## config.mk

```make
export PLATFORM = sky130hd
export DESIGN_NAME = lru_key_value_cache_core
export DESIGN_NICKNAME = d
export VERILOG_FILES = /design/src/hdl/lkvc_pkg.sv /design/src/hdl/lru_key_value_cache_core.sv
export SDC_FILE = /design/constraint.sdc
export NUM_CORES = 2
export LEC_CHECK = 0
export BUFFER_PORTS_ARGS = -buffer_cell sky130_fd_sc_hd__buf_2
export CORE_AREA = 2 2 342 344
export CTS_CLUSTER_DIAMETER = 120
export CTS_CLUSTER_SIZE = 24
export DETAILED_ROUTE_END_ITERATION = 10
export DIE_AREA = 0 0 344 346
export SETUP_SLACK_MARGIN = 0.4
export SLEW_MARGIN = 20
export SYNTH_ARGS = -nofsm -noshare
export SYNTH_HDL_FRONTEND = slang
export SYNTH_SLANG_ARGS = --single-unit
```

## constraint.sdc

```tcl
create_clock -name clk -period 7.55 [get_ports clk]
set_input_delay 0.755 -clock clk [delete_from_list [all_inputs] [get_ports clk]]
set_output_delay 0.755 -clock clk [all_outputs]
set_load 0.02 [all_outputs]
```

## src/hdl/lkvc_pkg.sv

```systemverilog
// ----------------------------------------------------------------------------
// lkvc_pkg: shared constants for the LRU key-value cache
// Entry count, field widths, operation codes and the miss value.
// ----------------------------------------------------------------------------
`default_nettype none

package lkvc_pkg;

  // Number of cache entries
  localparam int ENTRIES = 16;

  // Entry index and recency rank width
  localparam int IDX_W = (ENTRIES > 1) ? $clog2(ENTRIES) : 1;

  // Occupancy counter width, holds 0 to ENTRIES
  localparam int CNT_W = $clog2(ENTRIES + 1);

  // Field widths
  localparam int KEY_W = 32;
  localparam int VAL_W = 32;
  localparam int CAP_W = 5;

  // Capacity register reset value
  localparam logic [CAP_W-1:0] CAP_RESET = CAP_W'(16);

  // Operation codes
  localparam logic OP_LOOKUP = 1'b0;
  localparam logic OP_STORE  = 1'b1;

  // Lookup miss result
  localparam logic [VAL_W-1:0] MISS_VALUE = {VAL_W{1'b1}};

  typedef logic [IDX_W-1:0] rank_t;
  typedef logic [KEY_W-1:0] key_t;
  typedef logic [VAL_W-1:0] val_t;

endpackage

`default_nettype wire

```

## src/hdl/lru_key_value_cache_core.sv

```systemverilog
// ----------------------------------------------------------------------------
// lru_key_value_cache_core: fully associative key-value cache, LRU replacement
// Lookup and store requests against a small register-based store; parallel
// key match, recency rank update and victim selection in one pass.
// ----------------------------------------------------------------------------
// An accepted request passes the input register, then the result register, on its way to out_strobe.
// Throughput: one request per cycle; busy is always low.
// The rank update and key match run combinationally between the input register and the result register.
// Reset: synchronous active-low rst_n clears valid bits, occupancy and the
// pipeline strobes; capacity returns to 16. The receiver cannot stall.
`default_nettype none

module lru_key_value_cache_core (
  input  wire                        clk,
  input  wire                        rst_n,
  // request channel
  input  wire                        start,
  output logic                       busy,
  input  wire                        in_operation,
  input  wire  [lkvc_pkg::KEY_W-1:0] in_key,
  input  wire  [lkvc_pkg::VAL_W-1:0] in_value,
  // result channel
  output logic                       out_strobe,
  output logic                       out_hit,
  output logic [lkvc_pkg::VAL_W-1:0] out_read_value,
  // configuration
  input  wire                        cfg_we,
  input  wire  [lkvc_pkg::CAP_W-1:0] cfg_wdata
);

  import lkvc_pkg::*;

  // Configuration
  logic [CAP_W-1:0] cap_r;

  // Input register
  logic             req_vld_r;
  logic             req_op_r;
  key_t             req_key_r;
  val_t             req_value_r;

  // Entry storage
  key_t             key_r   [ENTRIES];
  val_t             value_r [ENTRIES];
  rank_t            rank_r  [ENTRIES];
  rank_t            rank_nxt[ENTRIES];
  logic [ENTRIES-1:0] valid_r;
  logic [ENTRIES-1:0] valid_nxt;
  logic [ENTRIES-1:0] key_we;
  logic [ENTRIES-1:0] value_we;
  logic [CNT_W-1:0] occ_r;
  logic [CNT_W-1:0] occ_nxt;

  // Result register
  logic             out_strobe_r;
  logic             out_hit_r;
  val_t             out_read_value_r;
  logic             hit_nxt;
  val_t             read_value_nxt;

  // Match and replacement logic
  logic [ENTRIES-1:0] hit_vec;
  logic [ENTRIES-1:0] victim_vec;
  logic [ENTRIES-1:0] valid_after;
  logic             hit;
  rank_t            hit_rank;
  val_t             hit_data;
  logic [CNT_W-1:0] eff_cap;
  rank_t            oldest_rank;
  logic             evict;
  logic             fill_any;
  rank_t            fill_idx;

  assign busy = 1'b0;

  // Hold the capacity register
  always_ff @(posedge clk) begin
    if (!rst_n) begin
      cap_r <= CAP_RESET;
    end else if (cfg_we) begin
      cap_r <= cfg_wdata;
    end
  end

  // Capture the request
  always_ff @(posedge clk) begin
    if (!rst_n) begin
      req_vld_r <= 1'b0;
    end else begin
      req_vld_r <= start;
    end
  end

  always_ff @(posedge clk) begin
    if (start) begin
      req_op_r    <= in_operation;
      req_key_r   <= in_key;
      req_value_r <= in_value;
    end
  end

  // Clamp the capacity to 1..ENTRIES
  always_comb begin
    if (cap_r == '0) begin
      eff_cap = CNT_W'(1);
    end else if (int'(cap_r) > ENTRIES) begin
      eff_cap = CNT_W'(ENTRIES);
    end else begin
      eff_cap = CNT_W'(cap_r);
    end
  end

  // Match keys, select the victim and the free slot
  always_comb begin
    hit_rank    = '0;
    hit_data    = '0;
    oldest_rank = IDX_W'(occ_r - CNT_W'(1));
    for (int i = 0; i < ENTRIES; i++) begin
      hit_vec[i]    = valid_r[i] && (key_r[i] == req_key_r);
      victim_vec[i] = valid_r[i] && (rank_r[i] == oldest_rank);
      hit_rank      = hit_rank | (rank_r[i] & {IDX_W{hit_vec[i]}});
      hit_data      = hit_data | (value_r[i] & {VAL_W{hit_vec[i]}});
    end
    hit         = |hit_vec;
    evict       = (req_op_r == OP_STORE) && !hit && (occ_r >= eff_cap);
    valid_after = valid_r & ~(victim_vec & {ENTRIES{evict}});
    fill_any    = 1'b0;
    fill_idx    = '0;
    for (int i = ENTRIES - 1; i >= 0; i--) begin
      if (!valid_after[i]) begin
        fill_any = 1'b1;
        fill_idx = IDX_W'(i);
      end
    end
  end

  // Work out the next state and the result
  always_comb begin
    valid_nxt      = valid_r;
    occ_nxt        = occ_r;
    key_we         = '0;
    value_we       = '0;
    hit_nxt        = hit;
    read_value_nxt = '0;
    for (int i = 0; i < ENTRIES; i++) begin
      rank_nxt[i] = rank_r[i];
    end
    if (req_op_r == OP_LOOKUP) begin
      read_value_nxt = hit ? hit_data : MISS_VALUE;
    end
    if (req_vld_r) begin
      if (hit) begin
        // Move the matched entry to the front, age the more recent ones
        for (int i = 0; i < ENTRIES; i++) begin
          if (hit_vec[i]) begin
            rank_nxt[i] = '0;
            value_we[i] = (req_op_r == OP_STORE);
          end else if (valid_r[i] && (rank_r[i] < hit_rank)) begin
            rank_nxt[i] = rank_r[i] + IDX_W'(1);
          end
        end
      end else if (req_op_r == OP_STORE && fill_any) begin
        // Drop the victim, age all survivors, insert at the front
        valid_nxt = valid_after;
        for (int i = 0; i < ENTRIES; i++) begin
          if (IDX_W'(i) == fill_idx) begin
            valid_nxt[i] = 1'b1;
            rank_nxt[i]  = '0;
            key_we[i]    = 1'b1;
            value_we[i]  = 1'b1;
          end else if (valid_after[i]) begin
            rank_nxt[i] = rank_r[i] + IDX_W'(1);
          end
        end
        if (!evict) begin
          occ_nxt = occ_r + CNT_W'(1);
        end
      end
    end
  end

  // Update entry control state
  always_ff @(posedge clk) begin
    if (!rst_n) begin
      valid_r <= '0;
      occ_r   <= '0;
    end else begin
      valid_r <= valid_nxt;
      occ_r   <= occ_nxt;
    end
  end

  // Update entry payload
  always_ff @(posedge clk) begin
    for (int i = 0; i < ENTRIES; i++) begin
      rank_r[i] <= rank_nxt[i];
      if (key_we[i]) begin
        key_r[i] <= req_key_r;
      end
      if (value_we[i]) begin
        value_r[i] <= req_value_r;
      end
    end
  end

  // Register the result
  always_ff @(posedge clk) begin
    if (!rst_n) begin
      out_strobe_r <= 1'b0;
    end else begin
      out_strobe_r <= req_vld_r;
    end
  end

  always_ff @(posedge clk) begin
    if (req_vld_r) begin
      out_hit_r        <= hit_nxt;
      out_read_value_r <= read_value_nxt;
    end
  end

  assign out_strobe     = out_strobe_r;
  assign out_hit        = out_hit_r;
  assign out_read_value = out_read_value_r;

endmodule

`default_nettype wire

```

# Word level (Yosys, flattened, before mapping)
# Memories as Yosys holds them, arrays and structs flattened.
# Cells that the tools add are included.
# Widths: inputs -> output; s select.
[word_totals]
inputBits = 74
word_cells = 499
memories = 3
out_inout_bits = 35
ramBits = 1088
regBits = 126
[classes]
mux = 264
reduce_logical = 72
magnitude_cmp = 18
bitwise_logic = 67
add_sub_neg = 18
eq_ne = 47
[mem_list]
columns = ["memory", "words", "word_bits", "read_ports", "rd_ports_with_merged_regs", "wr", "line_no", "source"]
rows = [
  ["key_r", 16, 32, 16, 0, 1, "lru_key_value_cache_core.sv:43", "key_t key_r [ENTRIES];"],
  ["value_r", 16, 32, 16, 0, 16, "lru_key_value_cache_core.sv:44", "val_t value_r [ENTRIES];"],
  ["rank_r", 16, 4, 16, 0, 16, "lru_key_value_cache_core.sv:45", "rank_t rank_r [ENTRIES];"],
]
[ops]
columns = ["cell", "n"]
rows = [
  ["$and 32x32->32", 16],
  ["$eq 32x32->1", 16],
  ["$mux 32", 16],
  ["$or 32x32->32", 15],
  ["$reduce_or 32->1", 15],
  ["$mux 4", 95],
  ["$mux 64", 3],
  ["$mux 1", 143],
  ["$mux 16", 5],
  ["$add 4x1->4 const B", 16],
  ["$and 4x4->4", 16],
  ["$eq 4x4->1", 16],
  ["$lt 4x4->1", 16],
  ["$or 4x4->4", 15],
  ["$logic_and 1x1->1", 51],
  ["$and 16x16->16", 2],
  ["$eq 4x4->1 const A", 8],
  ["$eq 3x4->1 const A", 4],
  ["$not 16->16", 1],
  ["$reduce_or 16->1", 1],
  ["$mux 5", 2],
  ["$eq 2x4->1 const A", 2],
  ["$add 5x1->5 const B", 1],
  ["$ge 5x5->1", 1],
  ["9 further kinds", 10],
]

# Depth between registers and ports, before layout
# An unclocked memory read counts as a cell.
[logic_depth]
word_depth = 49
depth_mapped = 19
mapped_depth_nobuf = 16

# Worst setup path after synthesis
# OpenSTA, ideal clock, no wires.
[synth_path]
path_type = "register to register"
startpoint = "reg occ_r[0]"
endpoint = "mem value_r[1][224] (netlist bit), enable pin"
n_path_buf = 3
required_time_ns = 7.162
synth_period_minus_slack_ns = 6.465
arrival_ns = 6.077
path_slack_ns = 1.085
path_stages_with_launch = 15
path_cell_list = "dfxtp_1 clkbuf_1 buf_1 inv_1 ha_1 xnor2_1 clkbuf_1 xor2_1 nand4_1 a211oi_1 o41ai_1 nor3_1 nand3_1 nor2_1 a21o_1"
[synth_lines]
columns = ["element", "line_no", "source"]
rows = [
  ["start: declaration", "lru_key_value_cache_core.sv:51", "logic [CNT_W-1:0] occ_r;"],
  ["start signal: assignment", "lru_key_value_cache_core.sv:189", "occ_r <= occ_nxt;"],
  ["end: declaration", "lru_key_value_cache_core.sv:44", ""],
]

# Final worst setup path
[layout_path]
startpoint = "reg req_key_r[14]"
endpoint = "mem key_r[0][163] (netlist bit), enable pin"
[layout_via]
word_cells_on_any_way = 184
classes_between = "eq/ne: 31; mux: 113; bitwise: 3; reduce/logical: 37"
[layout_lines]
columns = ["element", "line_no", "source"]
rows = [
  ["start: declaration", "lru_key_value_cache_core.sv:39", "key_t req_key_r;"],
  ["start signal: assignment", "lru_key_value_cache_core.sv:97", "req_key_r <= in_key;"],
  ["$eq 32x32->1", "lru_key_value_cache_core.sv:119", "hit_vec[i] = valid_r[i] && (key_r[i] == req_key_r);"],
  ["$logic_and 1x1->1", "lru_key_value_cache_core.sv:119", ""],
  ["$reduce_or 16->1 (*)", "lru_key_value_cache_core.sv:124", "hit = |hit_vec;"],
  ["$logic_not 1->1", "lru_key_value_cache_core.sv:125", "evict = (req_op_r == OP_STORE) && !hit && (occ_r >= eff_cap);"],
  ["$logic_and 1x1->1 (2 in series)", "lru_key_value_cache_core.sv:125", ""],
  ["$and 16x16->16", "lru_key_value_cache_core.sv:126", "valid_after = valid_r & ~(victim_vec & {ENTRIES{evict}});"],
  ["$not 16->16", "lru_key_value_cache_core.sv:126", ""],
  ["$and 16x16->16", "lru_key_value_cache_core.sv:126", ""],
  ["(+18 left out)", "-", ""],
  ["$mux 16", "lru_key_value_cache_core.sv:162", "end else if (req_op_r == OP_STORE && fill_any) begin"],
  ["$mux 16 (*)", "lru_key_value_cache_core.sv:152", "if (hit) begin"],
  ["$mux 16 (*)", "lru_key_value_cache_core.sv:151", "if (req_vld_r) begin"],
  ["via key_we[5]", "lru_key_value_cache_core.sv:49", "logic [ENTRIES-1:0] key_we;"],
  ["$mux 1 (*)", "lru_key_value_cache_core.sv:197", "if (key_we[i]) begin"],
  ["$mux 1 (implied by the code) (*)", "lru_key_value_cache_core.sv:198", "key_r[i] <= req_key_r;"],
  ["$reduce_or 32->1 (no line)", "-", ""],
  ["$mux 4 (no line) or $mux 1 (tied branches) (11 in series)", "-", ""],
  ["end: declaration", "lru_key_value_cache_core.sv:43", ""],
]
# The timed path passes the listed nets; every way through them passes the cells marked *.

==> metrics <==
clk root buf=clkbuf_16; row cnt=~130; Post-synth EDFFs=1,186; Die ar.=119,000 µm²; IO Port Bufs=107; Max-cap violations=0; critical path type=flip-flop to flip-flop; first-pass GRT wire length=between 200,000 and 250,000 µm; Ys Warns=0; PwrDens=212.2 nW/µm²; syn nets=3,533; fin crit share=0.8653; mux share of post-synthesis cell area=0.0007762; cts repair resizes=0; sw power=0.002749 W; core area=115,400 µm²; Worst Skew=around 0.043 ns; synthesized area=about 52,000 µm²; initial core utilization=0.4469; Pre-antenna DRT Iters=6; clock buffer count from CTS=57; syn avg cell area=15.22 µm²; Synth Area in Adders=0.01722; Total GRT Usage=0.2481; nets@finish=3,662; Tightest Pin Transition=1.198 ns; register area share after synthesis=0.7013; die height=about 350 µm; Sinks on Clock Net=1,214; Unique masters post-synth=78; worst endpoint required time=between 7 and 8 ns; Leak Pwr=17.92 nW; Syn Inst Count=3,388; achievable clock frequency=153.1 MHz; Compound-Gate Fraction of Synth Area=0.07697; fin. max-slew vios=0; drt wl/cell=29.40 µm; crit path launch type=flip-flop; Simple-Gate Fraction of Synth Area=0.08083; DRT Wirelength=149,400 µm; layout cell share with drive strength beyond 1=0.09924; number of setup buffers added after CTS=0; max_slew headroom=0.1943; global placement routability congestion=0.9476; hpwl dp=88,630 µm; Comb pwr share=0.063; Skew-Pair Late Insertion Delay=0.73 ns; vias in the first global route=roughly 30,000; Reg clk slew, reported paths=0.10 ns; Flop pwr share=0.637; vias per cell=6.181; status=complete, no violations; Clk network pwr share=0.300; Internal=0.009174 W; DRT iter0 DRCs=4,153; Final ANT Viol Nets=0; endpoint type of the worst setup path=flip-flop; hold depth=1; ys flop type=edfxtp_1; largest net degree at the start of global routing=50; final hold vios=0; Setup violations, final=0; switch share=0.2306; worst-case clock buffer depth=3; CTS tree=done; fin util=0.4867; die extent in x=344 µm; Crit Path Max Fanout=34; hold_buf cts=0; VDD IR-drop max=0.2035 mV; fin crit period=6.533 ns; number of synthesized register bits=1,214; unrepaired setup endpoints after global routing=no; WP data arrival=6.95 ns; post-synthesis xor/xnor area fraction=0.1041; initial antenna violation count=6; cell count of the worst reg-to-reg path=15; total grt overflow=0; largest family of logic cells by synthesized area=XOR/XNOR gates; CTS H-Tree Depth=2; Layout area overhead=8.917%; boundary pin count=109; worst hold path type=primary input to flip-flop; setup tns final=0 ns; total number of vias=31,414; ys async rst share=0; number of remaining DRC errors=0
registers in the layout (all words and copies together) (netlist names):
signal,cells
key_r,512
req_key_r,32
cap_r,5
out_hit,1
occ_r,5
req_vld_r,1
req_value_r,32
rank_r,64
out_strobe,1
valid_r,16
value_r,512
out_read_value,32
req_op_r,1
worst max-delay path: stages (launching register included):
cell and delay, ns:
edfxtp_1 0.95, buf_4 0.27, xor2_1 0.18, nor4_1 0.06, and3_1 0.17, and3_2 0.25, nor4_1 0.40, and4_4 0.64
clkinv_4 0.35, o31ai_2 0.45, o41ai_1 0.16, or3_4 0.43, o21ai_2 0.49, nand3_1 0.37, inv_1 0.70, buf_4 0.32
per-layer routing:
| metal | track usage | routed length (µm) | up-vias |
|---|---|---|---|
| li1 | - | - | 13463 |
| met1 | 0.3797 | 65310 | 16102 |
| met2 | 0.3738 | 66360 | 1640 |
| met3 | 0.03343 | 13610 | 209 |
| met4 | 0.06202 | 4129 | 0 |
| met5 | 0 | 0 | - |
cells in the mapped netlist, types with 16 or more instances:
| library cell | number | area, µm² |
|---|---|---|
| o21a_1 | 22 | 165.2 |
| inv_1 | 58 | 217.7 |
| nand3_1 | 82 | 410.4 |
| edfxtp_1 | 1186 | 35610 |
| o21ai_0 | 44 | 220.2 |
| nand4b_1 | 18 | 157.7 |
| xor2_1 | 352 | 3083 |
| xnor2_1 | 256 | 2242 |
| buf_4 | 17 | 127.6 |
| a221oi_1 | 99 | 867.1 |
| clkbuf_1 | 81 | 304.0 |
| dfxtp_1 | 28 | 560.5 |
| buf_2 | 52 | 260.3 |
| a31oi_1 | 36 | 225.2 |
| a22o_1 | 96 | 840.8 |
| nor3_1 | 54 | 270.3 |
| and2_1 | 16 | 100.1 |
| a21oi_1 | 31 | 155.2 |
| nor2_1 | 126 | 473.0 |
| ha_1 | 71 | 888.4 |
| a22oi_1 | 98 | 735.7 |
| nand2_1 | 97 | 364.1 |
| nand4_1 | 131 | 819.5 |
| nor4_1 | 144 | 900.9 |
layout by cell type, fill, tap and decap left out, types with 88 or more instances in the layout:
| cell | netlist | layout |
|---|---|---|
| nor4_1 | 144 | 135 |
| nor2_1 | 126 | 124 |
| edfxtp_1 | 1186 | 1186 |
| xor2_1 | 352 | 352 |
| buf_4 | 17 | 117 |
| a22o_1 | 96 | 96 |
| nand2_1 | 97 | 88 |
| nand4_1 | 131 | 131 |
| xnor2_1 | 256 | 254 |
| a22oi_1 | 98 | 98 |
| a221oi_1 | 99 | 99 |
| buf_2 | 52 | 106 |
cell type report:
class,instances,area (µm²)
repair buffers,230,1549
flip-flops and latches,1214,36180
inverters,59,226.5
well taps,1524,1907
clock buffers,93,1562
clock inverters,6,120.1
multi-input cells,1955,14640
fillers,9914,59240
diodes,1,2.502
through the flow:
step                total power [W]  instances  hold WS (ns)  worst slack [ns]  area (µm²)
finish                      0.01192       5082        0.1904             1.017       56180
global route                0.01226       5081        0.1628            0.7639       56180
CTS                         0.01197       5081        0.1442             1.022       56170
detailed placement         0.008493       4982        0.4998             1.006       54490
global placement           0.008489       4982        0.4987             1.062       54460
floorplan                  0.008151       3388        0.4611             1.085       51580
kinds of logic after synthesis:
family / Yosys count
flip-flops: 1214
AND/OR/NAND/NOR: 753
XOR/XNOR: 610
AO/OA/AOI/OAI: 516
buffers and inverters: 219
adder cells (fa/ha/maj): 71
multiplexers: 4
other: 1
power groups by stage:
| stage | combinational (W) | sequential (W) | clock [W] |
|---|---|---|---|
| floorplan | 0.000408 | 0.00774 | 0 |
| global placement | 0.000749 | 0.00774 | 0 |
| finish | 0.000757 | 0.00759 | 0.00358 |
| global route | 0.000804 | 0.00760 | 0.00385 |
| detailed placement | 0.000748 | 0.00774 | 0 |
| CTS | 0.000751 | 0.00759 | 0.00363 |
final timing paths:
check	from	to	slack (ns)
setup / recovery	req_key_r[14]$_DFFE_PP_	key_r[0][163]$_DFFE_PP_	1.02
hold / removal	in_value[2]	req_value_r[2]$_DFFE_PP_	0.19
setup reg to reg	req_key_r[14]$_DFFE_PP_	key_r[0][163]$_DFFE_PP_	1.02
hold reg to reg	occ_r[4]$_SDFFE_PN0P_	occ_r[4]$_SDFFE_PN0P_	0.53
Note: power is estimated with default switching activity, not from simulation.
